===== src/hw/rtl/tgad_pkg.sv =====
package tgad_pkg;

  typedef enum logic [2:0] {
    PH_HEADER = 3'd0,
    PH_IDSKIP = 3'd1,
    PH_PACKET = 3'd2,
    PH_PIXEL  = 3'd3,
    PH_DRAIN  = 3'd4
  } phase_t;

  // result status codes
  localparam logic [2:0] ST_PIXEL     = 3'd0;
  localparam logic [2:0] ST_SHORT_HDR = 3'd1;
  localparam logic [2:0] ST_ZERO_DIM  = 3'd2;
  localparam logic [2:0] ST_BAD_DEPTH = 3'd3;
  localparam logic [2:0] ST_TRUNCATED = 3'd4;

  // header byte offsets
  localparam logic [4:0] HB_ID_LEN    = 5'd0;
  localparam logic [4:0] HB_TYPE      = 5'd2;
  localparam logic [4:0] HB_WIDTH_LO  = 5'd12;
  localparam logic [4:0] HB_WIDTH_HI  = 5'd13;
  localparam logic [4:0] HB_HEIGHT_LO = 5'd14;
  localparam logic [4:0] HB_HEIGHT_HI = 5'd15;
  localparam logic [4:0] HB_DEPTH     = 5'd16;
  localparam logic [4:0] HB_DESC      = 5'd17;
  localparam logic [4:0] HB_LAST      = 5'd17;

  localparam logic [7:0] RLE_TYPE   = 8'd10;
  localparam logic [7:0] DEPTH_24   = 8'd24;
  localparam logic [7:0] DEPTH_32   = 8'd32;
  localparam logic [7:0] COUNT_MASK = 8'h7F;
  localparam int unsigned RUN_BIT   = 7;
  localparam int unsigned TOP_BIT   = 5;
  localparam logic [7:0] OPAQUE     = 8'd255;

  typedef struct packed {
    logic [7:0]  red;
    logic [7:0]  green;
    logic [7:0]  blue;
    logic [7:0]  alpha;
    logic [31:0] pixel_index;
    logic [7:0]  repeat_count;
    logic [2:0]  status;
    logic        top_origin;
    logic [15:0] image_width;
    logic [15:0] image_height;
    logic        last;
  } res_t;

endpackage


===== src/hw/rtl/tgad_res_buf.sv =====
// Two-slot result buffer: head slot drives the outputs, second slot catches
// a word produced while the head is stalled.
module tgad_res_buf (
  input  logic          clk,
  input  logic          rst_n,
  input  logic          push_valid,
  input  tgad_pkg::res_t push_data,
  output logic          full,
  output logic          out_valid,
  input  logic          out_ready,
  output tgad_pkg::res_t out_data
);

  logic           v0_r, v0_nxt;
  logic           v1_r, v1_nxt;
  tgad_pkg::res_t d0_r, d0_nxt;
  tgad_pkg::res_t d1_r, d1_nxt;
  logic           pop;

  assign pop       = v0_r && out_ready;
  assign full      = v1_r;
  assign out_valid = v0_r;
  assign out_data  = d0_r;

  always_comb begin
    v0_nxt = v0_r;
    v1_nxt = v1_r;
    d0_nxt = d0_r;
    d1_nxt = d1_r;
    if (pop) begin
      if (v1_r) begin
        d0_nxt = d1_r;
        if (push_valid) begin
          d1_nxt = push_data;
        end else begin
          v1_nxt = 1'b0;
        end
      end else if (push_valid) begin
        d0_nxt = push_data;
      end else begin
        v0_nxt = 1'b0;
      end
    end else if (push_valid) begin
      if (v0_r) begin
        d1_nxt = push_data;
        v1_nxt = 1'b1;
      end else begin
        d0_nxt = push_data;
        v0_nxt = 1'b1;
      end
    end
  end

  always_ff @(posedge clk) begin
    if (!rst_n) begin
      v0_r <= 1'b0;
      v1_r <= 1'b0;
    end else begin
      v0_r <= v0_nxt;
      v1_r <= v1_nxt;
    end
    d0_r <= d0_nxt;
    d1_r <= d1_nxt;
  end

endmodule


===== src/hw/rtl/tga_rle_pixel_decoder.sv =====
// channel  | ports                                    | handshake
// ---------+------------------------------------------+----------------------
// in       | in_data_byte, in_end_of_file             | in_valid / in_ready
// out      | out_red .. out_last (one pixel/status)   | out_valid / out_ready
//
// One file byte per clock while in_ready is high; every byte is decoded
// in the cycle it is taken, and its result is pushed into the result buffer.
// in_ready falls only when both slots of the result buffer hold words.
// Pixel count limit uses a width*height product registered from the width
// and height registers; the header guarantees it is settled before any pixel.
// Synchronous active-low reset; end_of_file also resets the decoder state.
module tga_rle_pixel_decoder (
  input  logic        clk,
  input  logic        rst_n,
  input  logic        in_valid,
  output logic        in_ready,
  input  logic [7:0]  in_data_byte,
  input  logic        in_end_of_file,
  output logic        out_valid,
  input  logic        out_ready,
  output logic [7:0]  out_red,
  output logic [7:0]  out_green,
  output logic [7:0]  out_blue,
  output logic [7:0]  out_alpha,
  output logic [31:0] out_pixel_index,
  output logic [7:0]  out_repeat_count,
  output logic [2:0]  out_status,
  output logic        out_top_origin,
  output logic [15:0] out_image_width,
  output logic [15:0] out_image_height,
  output logic        out_last
);

  tgad_pkg::phase_t phase_r, phase_nxt;
  logic [4:0]  hdr_cnt_r, hdr_cnt_nxt;
  logic [7:0]  id_left_r, id_left_nxt;
  logic [15:0] width_r, width_nxt;
  logic [15:0] height_r, height_nxt;
  logic        four_r, four_nxt;
  logic        rle_r, rle_nxt;
  logic        top_r, top_nxt;
  logic [31:0] done_r, done_nxt;
  logic [7:0]  pkt_left_r, pkt_left_nxt;
  logic        pkt_run_r, pkt_run_nxt;
  logic [23:0] pix_bytes_r, pix_bytes_nxt;
  logic [1:0]  pix_idx_r, pix_idx_nxt;
  logic [31:0] total_r;

  logic           buf_full;
  logic           in_fire;
  logic           eof;
  logic [7:0]     b;
  logic           hdr_last;
  logic [2:0]     hdr_err;
  logic           pix_end;
  logic [31:0]    remaining;
  logic [7:0]     rep_raw;
  logic [7:0]     rep_clip;
  logic           img_done;
  tgad_pkg::phase_t data_phase;
  logic           res_emit;
  tgad_pkg::res_t res;
  tgad_pkg::res_t out_word;

  assign in_ready = !buf_full;
  assign in_fire  = in_valid && in_ready;
  assign eof      = in_end_of_file;
  assign b        = in_data_byte;

  assign hdr_last = (hdr_cnt_r == tgad_pkg::HB_LAST);
  always_comb begin
    if (width_r == 16'd0 || height_r == 16'd0) begin
      hdr_err = tgad_pkg::ST_ZERO_DIM;
    end else if (pix_bytes_r[7:0] != tgad_pkg::DEPTH_24 &&
                 pix_bytes_r[7:0] != tgad_pkg::DEPTH_32) begin
      hdr_err = tgad_pkg::ST_BAD_DEPTH;
    end else begin
      hdr_err = tgad_pkg::ST_PIXEL;
    end
  end
  assign data_phase = rle_r ? tgad_pkg::PH_PACKET : tgad_pkg::PH_PIXEL;

  assign pix_end   = (pix_idx_r == (four_r ? 2'd3 : 2'd2));
  assign remaining = total_r - done_r;
  assign rep_raw   = (rle_r && pkt_run_r) ? pkt_left_r : 8'd1;
  assign rep_clip  = (remaining[31:8] == 24'd0 && remaining[7:0] < rep_raw) ?
                     remaining[7:0] : rep_raw;
  assign img_done  = ({24'd0, rep_clip} == remaining);

  // next phase
  always_comb begin
    phase_nxt = phase_r;
    if (in_fire) begin
      if (eof) begin
        phase_nxt = tgad_pkg::PH_HEADER;
      end else begin
        unique case (phase_r)
          tgad_pkg::PH_HEADER: begin
            if (hdr_last) begin
              if (hdr_err != tgad_pkg::ST_PIXEL) begin
                phase_nxt = tgad_pkg::PH_DRAIN;
              end else if (id_left_r != 8'd0) begin
                phase_nxt = tgad_pkg::PH_IDSKIP;
              end else begin
                phase_nxt = data_phase;
              end
            end
          end
          tgad_pkg::PH_IDSKIP: begin
            if (id_left_r == 8'd1) begin
              phase_nxt = data_phase;
            end
          end
          tgad_pkg::PH_PACKET: phase_nxt = tgad_pkg::PH_PIXEL;
          tgad_pkg::PH_PIXEL: begin
            if (pix_end) begin
              if (img_done) begin
                phase_nxt = tgad_pkg::PH_DRAIN;
              end else if (rle_r && (pkt_run_r || pkt_left_r <= 8'd1)) begin
                phase_nxt = tgad_pkg::PH_PACKET;
              end
            end
          end
          default: phase_nxt = tgad_pkg::PH_DRAIN;
        endcase
      end
    end
  end

  // datapath and result word
  always_comb begin
    hdr_cnt_nxt   = hdr_cnt_r;
    id_left_nxt   = id_left_r;
    width_nxt     = width_r;
    height_nxt    = height_r;
    four_nxt      = four_r;
    rle_nxt       = rle_r;
    top_nxt       = top_r;
    done_nxt      = done_r;
    pkt_left_nxt  = pkt_left_r;
    pkt_run_nxt   = pkt_run_r;
    pix_bytes_nxt = pix_bytes_r;
    pix_idx_nxt   = pix_idx_r;

    res_emit         = 1'b0;
    res.red          = 8'd0;
    res.green        = 8'd0;
    res.blue         = 8'd0;
    res.alpha        = 8'd0;
    res.pixel_index  = done_r;
    res.repeat_count = 8'd0;
    res.status       = tgad_pkg::ST_TRUNCATED;
    res.last         = 1'b1;

    case (phase_r)
      tgad_pkg::PH_HEADER: begin
        unique case (hdr_cnt_r)
          tgad_pkg::HB_ID_LEN:    id_left_nxt = b;
          tgad_pkg::HB_TYPE:      rle_nxt = (b == tgad_pkg::RLE_TYPE);
          tgad_pkg::HB_WIDTH_LO:  width_nxt[7:0] = b;
          tgad_pkg::HB_WIDTH_HI:  width_nxt[15:8] = b;
          tgad_pkg::HB_HEIGHT_LO: height_nxt[7:0] = b;
          tgad_pkg::HB_HEIGHT_HI: height_nxt[15:8] = b;
          tgad_pkg::HB_DEPTH:     pix_bytes_nxt = {16'd0, b};
          tgad_pkg::HB_DESC:      top_nxt = b[tgad_pkg::TOP_BIT];
          default: ;
        endcase
        if (!hdr_last) begin
          hdr_cnt_nxt = hdr_cnt_r + 5'd1;
          res_emit    = eof;
          res.status  = tgad_pkg::ST_SHORT_HDR;
        end else if (hdr_err != tgad_pkg::ST_PIXEL) begin
          res_emit   = 1'b1;
          res.status = hdr_err;
        end else begin
          four_nxt      = (pix_bytes_r[7:0] == tgad_pkg::DEPTH_32);
          pix_bytes_nxt = 24'd0;
          pix_idx_nxt   = 2'd0;
          res_emit      = eof;
        end
      end
      tgad_pkg::PH_IDSKIP: begin
        id_left_nxt = id_left_r - 8'd1;
        res_emit    = eof;
      end
      tgad_pkg::PH_PACKET: begin
        pkt_left_nxt = (b & tgad_pkg::COUNT_MASK) + 8'd1;
        pkt_run_nxt  = b[tgad_pkg::RUN_BIT];
        pix_idx_nxt  = 2'd0;
        res_emit     = eof;
      end
      tgad_pkg::PH_PIXEL: begin
        if (!pix_end) begin
          case (pix_idx_r)
            2'd0:    pix_bytes_nxt[7:0]   = b;
            2'd1:    pix_bytes_nxt[15:8]  = b;
            default: pix_bytes_nxt[23:16] = b;
          endcase
          pix_idx_nxt = pix_idx_r + 2'd1;
          res_emit    = eof;
        end else begin
          done_nxt    = done_r + {24'd0, rep_clip};
          pix_idx_nxt = 2'd0;
          if (rle_r) begin
            if (pkt_run_r || pkt_left_r <= 8'd1) begin
              pkt_left_nxt = 8'd0;
            end else begin
              pkt_left_nxt = pkt_left_r - 8'd1;
            end
          end
          res_emit         = 1'b1;
          res.blue         = pix_bytes_r[7:0];
          res.green        = pix_bytes_r[15:8];
          res.red          = four_r ? pix_bytes_r[23:16] : b;
          res.alpha        = four_r ? b : tgad_pkg::OPAQUE;
          res.repeat_count = rep_clip;
          // truncation wins only when the image is not complete
          res.status       = (!img_done && eof) ? tgad_pkg::ST_TRUNCATED :
                                                  tgad_pkg::ST_PIXEL;
          res.last         = img_done || eof;
        end
      end
      default: ;
    endcase

    res.top_origin   = top_nxt;
    res.image_width  = width_nxt;
    res.image_height = height_nxt;

    if (!in_fire) begin
      res_emit = 1'b0;
    end
  end

  always_ff @(posedge clk) begin
    if (!rst_n || (in_fire && eof)) begin
      phase_r     <= tgad_pkg::PH_HEADER;
      hdr_cnt_r   <= 5'd0;
      id_left_r   <= 8'd0;
      width_r     <= 16'd0;
      height_r    <= 16'd0;
      four_r      <= 1'b0;
      rle_r       <= 1'b0;
      top_r       <= 1'b0;
      done_r      <= 32'd0;
      pkt_left_r  <= 8'd0;
      pkt_run_r   <= 1'b0;
      pix_bytes_r <= 24'd0;
      pix_idx_r   <= 2'd0;
    end else if (in_fire) begin
      phase_r     <= phase_nxt;
      hdr_cnt_r   <= hdr_cnt_nxt;
      id_left_r   <= id_left_nxt;
      width_r     <= width_nxt;
      height_r    <= height_nxt;
      four_r      <= four_nxt;
      rle_r       <= rle_nxt;
      top_r       <= top_nxt;
      done_r      <= done_nxt;
      pkt_left_r  <= pkt_left_nxt;
      pkt_run_r   <= pkt_run_nxt;
      pix_bytes_r <= pix_bytes_nxt;
      pix_idx_r   <= pix_idx_nxt;
    end
  end

  always_ff @(posedge clk) begin
    total_r <= width_r * height_r;
  end

  tgad_res_buf u_res_buf (
    .clk        (clk),
    .rst_n      (rst_n),
    .push_valid (res_emit),
    .push_data  (res),
    .full       (buf_full),
    .out_valid  (out_valid),
    .out_ready  (out_ready),
    .out_data   (out_word)
  );

  assign out_red          = out_word.red;
  assign out_green        = out_word.green;
  assign out_blue         = out_word.blue;
  assign out_alpha        = out_word.alpha;
  assign out_pixel_index  = out_word.pixel_index;
  assign out_repeat_count = out_word.repeat_count;
  assign out_status       = out_word.status;
  assign out_top_origin   = out_word.top_origin;
  assign out_image_width  = out_word.image_width;
  assign out_image_height = out_word.image_height;
  assign out_last         = out_word.last;

endmodule


===== config.mk =====
export PLATFORM = sky130hd
export DESIGN_NAME = tga_rle_pixel_decoder
export DESIGN_NICKNAME = d
export VERILOG_FILES = /design/src/hw/rtl/tgad_pkg.sv /design/src/hw/rtl/tgad_res_buf.sv /design/src/hw/rtl/tga_rle_pixel_decoder.sv
export SDC_FILE = /design/constraint.sdc
export NUM_CORES = 1
export LEC_CHECK = 0
export ABC_AREA = 1
export ABC_CLOCK_PERIOD_IN_PS = 10100
export BUFFER_PORTS_ARGS = -buffer_cell sky130_fd_sc_hd__buf_4
export CAP_MARGIN = 20
export CORE_UTILIZATION = 40
export CTS_CLUSTER_SIZE = 30
export DETAILED_ROUTE_END_ITERATION = 16
export PLACE_DENSITY = 0.54
export RECOVER_POWER = 100
export SLEW_MARGIN = 20
export SYNTH_ARGS = -nofsm -noshare
export SYNTH_HDL_FRONTEND = slang
export SYNTH_SLANG_ARGS = --single-unit

===== constraint.sdc =====
create_clock -name clk -period 10.1 [get_ports clk]
set_clock_uncertainty 0.05 [all_clocks]
set_input_delay 1.515 -clock clk [delete_from_list [all_inputs] [get_ports clk]]
set_output_delay 1.515 -clock clk [all_outputs]
set_load 0.02 [all_outputs]

======== After elaboration in Yosys (flattened, before gate mapping) ========
Index checks and enable logic that the tools add are counted.
Widths: inputs -> output; s select.
word-level totals
  flip-flop bits (word level) ............. 370
  ROM bits ................................ 0
  bits in writable memories ............... 0
  memories kept ........................... 0
  bits of input ports ..................... 13
  word-level logic and storage cells ...... 212
  output and inout bits ................... 111
  latch bits .............................. 0
cells by class
  bitwise operators ....................... 2
  multiply operators ...................... 1
  order comparisons ....................... 2
  mux-type cells .......................... 76
  div/mod/pow operators ................... 0
  eq/ne operators ......................... 36
  add/subtract/negate cells ............... 7
  reduce and logical (&&, ||, !) cells .... 48
  shift operators ......................... 0
operator list
  cell                 count
  $mux 109             9
  $mux 8               16
  $mux 24              4
  $mux 32              2
  $pmux 24 s2          1
  $mux 3               11
  $add 32x8->32        1
  $eq 8x32->1          1
  $logic_not 16->1     2
  $mul 16x16->32       1
  $mux 16              2
  $pmux 8 s2           2
  $sub 32x32->32       1
  $reduce_and 4->1     7
  $logic_not 24->1     1
  $eq 5x4->1 const B   4
  $ne 2x2->1 const B   10
  $mux 1               19
  $reduce_and 3->1     6
  $sub 8x1->8 const B  2
  $pmux 3 s4           1
  $reduce_bool 2->1    6
  $mux 11              1
  $eq 5x5->1 const B   2
  other kinds (34)     60

======== Logic depth before layout (Yosys ltp) ========
  depth in word-level cells ............... 14
  mapped depth ............................ 42
  mapped depth without buffers ............ 42

======== By module ========
Synthesis repeated with hierarchy kept, for this count alone.
second synthesis, totals
  cells, all modules ...................... 3,430
  area, all modules ....................... 27,156.0 um2
modules (own cells, without submodules)
  module                 seq. area each (um2)  cells an instance  times used  area each (um2)
  tga_rle_pixel_decoder  3,002.9               2,831              1           18,906.9
  tgad_res_buf           6,586.3               599                1           8,249.2

======== Worst setup path after synthesis ========
Ideal clock, no wire load.
  path kind ............................... input to register
  from .................................... input port in_valid
  to ...................................... register u_res_buf.d0_r (netlist bit u_res_buf.out_data[0]), enable pin
  arrival time ............................ 7.562 ns
  setup time .............................. 0.613 ns
  slack ................................... 1.875 ns
  stages on the path ...................... 5
  buffers on the path ..................... 1
  data required time ...................... 9.437 ns
  cell sequence ........................... nand2_1 inv_1 clkbuf_1 o311ai_0 a21oi_1
between the ends
  longest elaborated chain between the ends .. 4
  elaborated cells on any way between the ends .. 5
  those cells by class .................... mux: 1; reduce/logical: 4
ends and longest elaborated chain
  element                       line                          RTL
  start, declared               tga_rle_pixel_decoder.sv:15   input logic in_valid,
  $logic_and 1x1->1 *           tga_rle_pixel_decoder.sv:66   assign in_fire = in_valid && in_ready;
  $mux 1 *                      tga_rle_pixel_decoder.sv:230  if (!in_fire) begin
  $reduce_bool 2->1 (no line)   n/a
  $reduce_and 3->1 (no line) *  n/a
  end signal, assigned          tgad_res_buf.sv:62            d0_r <= d0_nxt;
  end, declared                 tgad_res_buf.sv:16            tgad_pkg::res_t d0_r, d0_nxt;
Every way passes the cells marked *; elsewhere a longest branch is shown, timed or not.
A chain may end at the register's enable or synchronous reset.

======== Worst setup path in the final report ========
  from .................................... input port in_valid
  to ...................................... register u_res_buf.d1_r[18] (netlist bit), enable pin
between the ends
  longest elaborated chain between the ends .. 4
  elaborated cells on any way between the ends .. 5
  those cells by class .................... eq/ne: 1; mux: 1; reduce/logical: 3
ends and longest elaborated chain
  element                                                    line                          RTL
  $logic_and 1x1->1 *                                        tga_rle_pixel_decoder.sv:66
  $mux 1 *                                                   tga_rle_pixel_decoder.sv:230
  $ne 2x2->1 (no line) or $reduce_bool 2->1 (tied branches)  n/a
  $reduce_and 4->1 (no line) *                               n/a
  end signal, assigned                                       tgad_res_buf.sv:63            d1_r <= d1_nxt;
  end, declared                                              tgad_res_buf.sv:17            tgad_pkg::res_t d1_r, d1_nxt;
Marks and branches as above.

==> results.txt <==
status: finished, violations left
violations in the final reports: max-capacitance violations, max-slew violations
Antenna Violating Nets Remaining: 0
#FFs+latches synth: 370
CTS tree: done
routed length per instance: 16.3 um
Total GRT Usage: 20.7%
cells on worst reg2reg path: 17
largest net degree at the start of global routing: 79
most frequent cell after synthesis: nand2_1
Max Fclk: 128 MHz
design area: 29700 um^2
Synth area leader: edfxtp_1
number of synthesized flops with an enable pin: 218
core area: 67200 um^2
Worst-path clk slew: 0.06 ns
grt total ovfl: 0
Remaining DRCs: 0
Lkg Pwr: 14.1 nW
Commonest cells post-synth: nand2_1 (951), inv_1 (643), nor2_1 (239), edfxtp_1 (218), fa_1 (196)
Final Cycle Share: 77.1%
Initial Utilization: 40.5%
Worst EP required: 10.25 ns
vias in the first global route: 20700
DIE WIDTH: 263 um
Seq/Total Area, Yosys: 35.3%
max_cap viols: 8
CTS Hold Bufs: 0
final hold vios: 0
Worst-Skew Late Latency: 0.58 ns
Adder-Cell Fraction of Synth Area: 21.9%
first-pass GRT wire length: 114 mm
post-route minimum period: 7.79 ns
WS Path Type: input pin to flip-flop
mux contribution to synthesized area: 0%
post-synthesis compound-gate area fraction: 8.07%
drt pass-1 iters: 5
htree depth: 2
Power Density: 151 nW/um^2
DP Area: 28900 um^2
Layout area overhead: 9.09%
RR Startpoint: four_r$_SDFFE_PP0P_
clock buffer depth: 3
# IOs: 124
simple logic cell fraction of the synthesized area: 22.0%
Sink Count: 370
final setup fails: 0
CTS resizes: 0
Slew headroom: -137%
Worst Hold Path Cells: 0
main combinational cell family by area after synthesis: simple AND/OR/NAND/NOR gates
worst hold-check path type: flip-flop to flip-flop
WP data arrival: 7.93 ns
setup slack, reg-to-reg: 2.58 ns
final wirelength: 71.2 mm
routed vias: 21400
CP endpoint: u_res_buf.d1_r[18]$_DFFE_PP_
Final nets: 3837
DP HPWL: 53.7 mm
Synth cell types: 57
setup tns final: 0 ns
input/output buffers: 123
Max Slew Vio Count: 486
cts bufs inserted: 42
Synth area leaders: edfxtp_1 (24%), fa_1 (14%), nand2_1 (13%), dfxtp_1 (11%), inv_1 (8.9%)
post-synthesis xor/xnor area fraction: 1.74%
CP Max Fanout: 60
prevailing post-synth register cell: edfxtp_1
row count: 95
mapped cell area: 27200 um^2
antenna violations before repair: 1
Net Count, Synth: 3782
post-synth top area share: 24.1%
Worst Tran Pin Value: 3.55 ns
Syn. warnings: 0
Synth Instances: 3410
setup bufs post-CTS: 0
Syn Area/Cell: 7.97 um^2
crit end category: flip-flop
Vias/cell: 4.90
Worst IR Drop VDD: 0.000118 V
CTS root buffer: clkbuf_16
element type at the critical path start: input pin
async set-or-reset flop fraction in the synthesized netlist: 0%
First DRT Iteration DRCs: 1503
share of cells above drive strength 1: 4.94%
Die ar.: 69000 um^2
placer congestion estimate: 0.904
CP startpoint: in_valid
r2r endpoint: done_r[28]$_SDFFE_PP0P_
Die Ht: 263 um
Hold Startpoint: done_r[29]$_SDFFE_PP0P_
RSZ-0062 raised after global routing: no
-- worst min-delay path by stage --
stage                                    to  slack, ns
5_1_grt        u_res_buf.d1_r[74]$_DFFE_PP_       0.39
3_3_place_gp   u_res_buf.d1_r[74]$_DFFE_PP_       0.36
3_5_place_dp   u_res_buf.d1_r[74]$_DFFE_PP_       0.37
6_report       u_res_buf.d1_r[74]$_DFFE_PP_       0.38
2_1_floorplan  u_res_buf.d1_r[60]$_DFFE_PP_       0.36
4_1_cts        u_res_buf.d1_r[71]$_DFFE_PP_       0.38
-- kinds of logic (layout without fill, tap and decap cells) --
group                      count (synthesis)  after routing
adders and majority gates                359            359
DFF                                      370            370
xor gates and xnor gates                  54             54
buffers and inverters                    794            883
AOI/OAI and AO/OA                        405            405
and+or+nand+nor                         1428           1428
other                                      0              1
-- report_power, final --
part / internal, mW / switching (mW) / leakage [nW]
combinational: 0.399 / 0.856 / 10.2
clock: 0.833 / 0.637 / 0.644
sequential: 1.67 / 0.0886 / 3.31
total: 2.90 / 1.58 / 14.1
-- sequential cells by signal, indices dropped and copies added (netlist names), 2 cells and up --
name                count
pix_bytes_r            24
done_r                 32
pix_idx_r               2
hdr_cnt_r               5
u_res_buf.out_data    109
total_r                32
height_r               16
u_res_buf.d1_r        109
phase_r                 3
id_left_r               8
pkt_left_r              8
width_r                16
-- metal layers --
metal  global-route usage (%)  up-vias  share of wire [%]
met5                        0        -                  0
met4                     5.66        0                2.3
met3                     2.40       90                5.0
met2                     32.8      529                 45
met1                     29.8    10100                 48
li1                         -    10700                  -
-- per-stage QoR --
stage / total power, mW / util (%) / hold WS (ns) / worst slack, ns / instances
2_1_floorplan: 2.69 / - / 0.356 / 1.88 / 3410
3_3_place_gp: 3.05 / 43.0 / 0.365 / 3.77 / 4293
3_5_place_dp: 3.05 / 43.0 / 0.369 / 3.67 / 4294
4_1_cts: 4.53 / 45.0 / 0.382 / 3.63 / 4372
5_1_grt: 4.75 / 44.2 / 0.394 / 1.68 / 4372
6_report: 4.48 / 44.2 / 0.384 / 2.31 / 4373
-- cell usage in the layout (no fill, tap or decap), drive strengths merged, types with 5 or more instances in the layout --
master,instances
nor4,18
fa,196
a31oi,7
nand2,991
dfxtp,152
xnor2,12
edfxtp,218
o21ai,185
clkinv,29
o22ai,5
a211oi,14
buf,16
a311oi,5
clkbuf,177
inv,657
and3,6
xor2,42
nand3,86
nand4,26
ha,163
nor2,263
nor3,31
a21oi,161
-- cell type report --
type / instances / area [um^2]
inverters: 665 / 2500
clock buffers: 53 / 1100
fillers: 6858 / 37500
flip-flops and latches: 370 / 9590
clock inverters: 25 / 216
diodes: 1 / 2.50
multi-input cells: 2246 / 14600
repair buffers: 140 / 594
well taps: 873 / 1090
-- critical path, stage by stage --
cell	delay (ns)
clkbuf_4	0.11
nand2_1	0.05
clkbuf_1	0.62
inv_1	0.18
clkbuf_1	1.56
o311ai_0	0.38
clkbuf_1	0.35
nor2_4	0.12
clkbuf_1	2.04
buf_4	0.88
(Power assumes the default switching activity.)
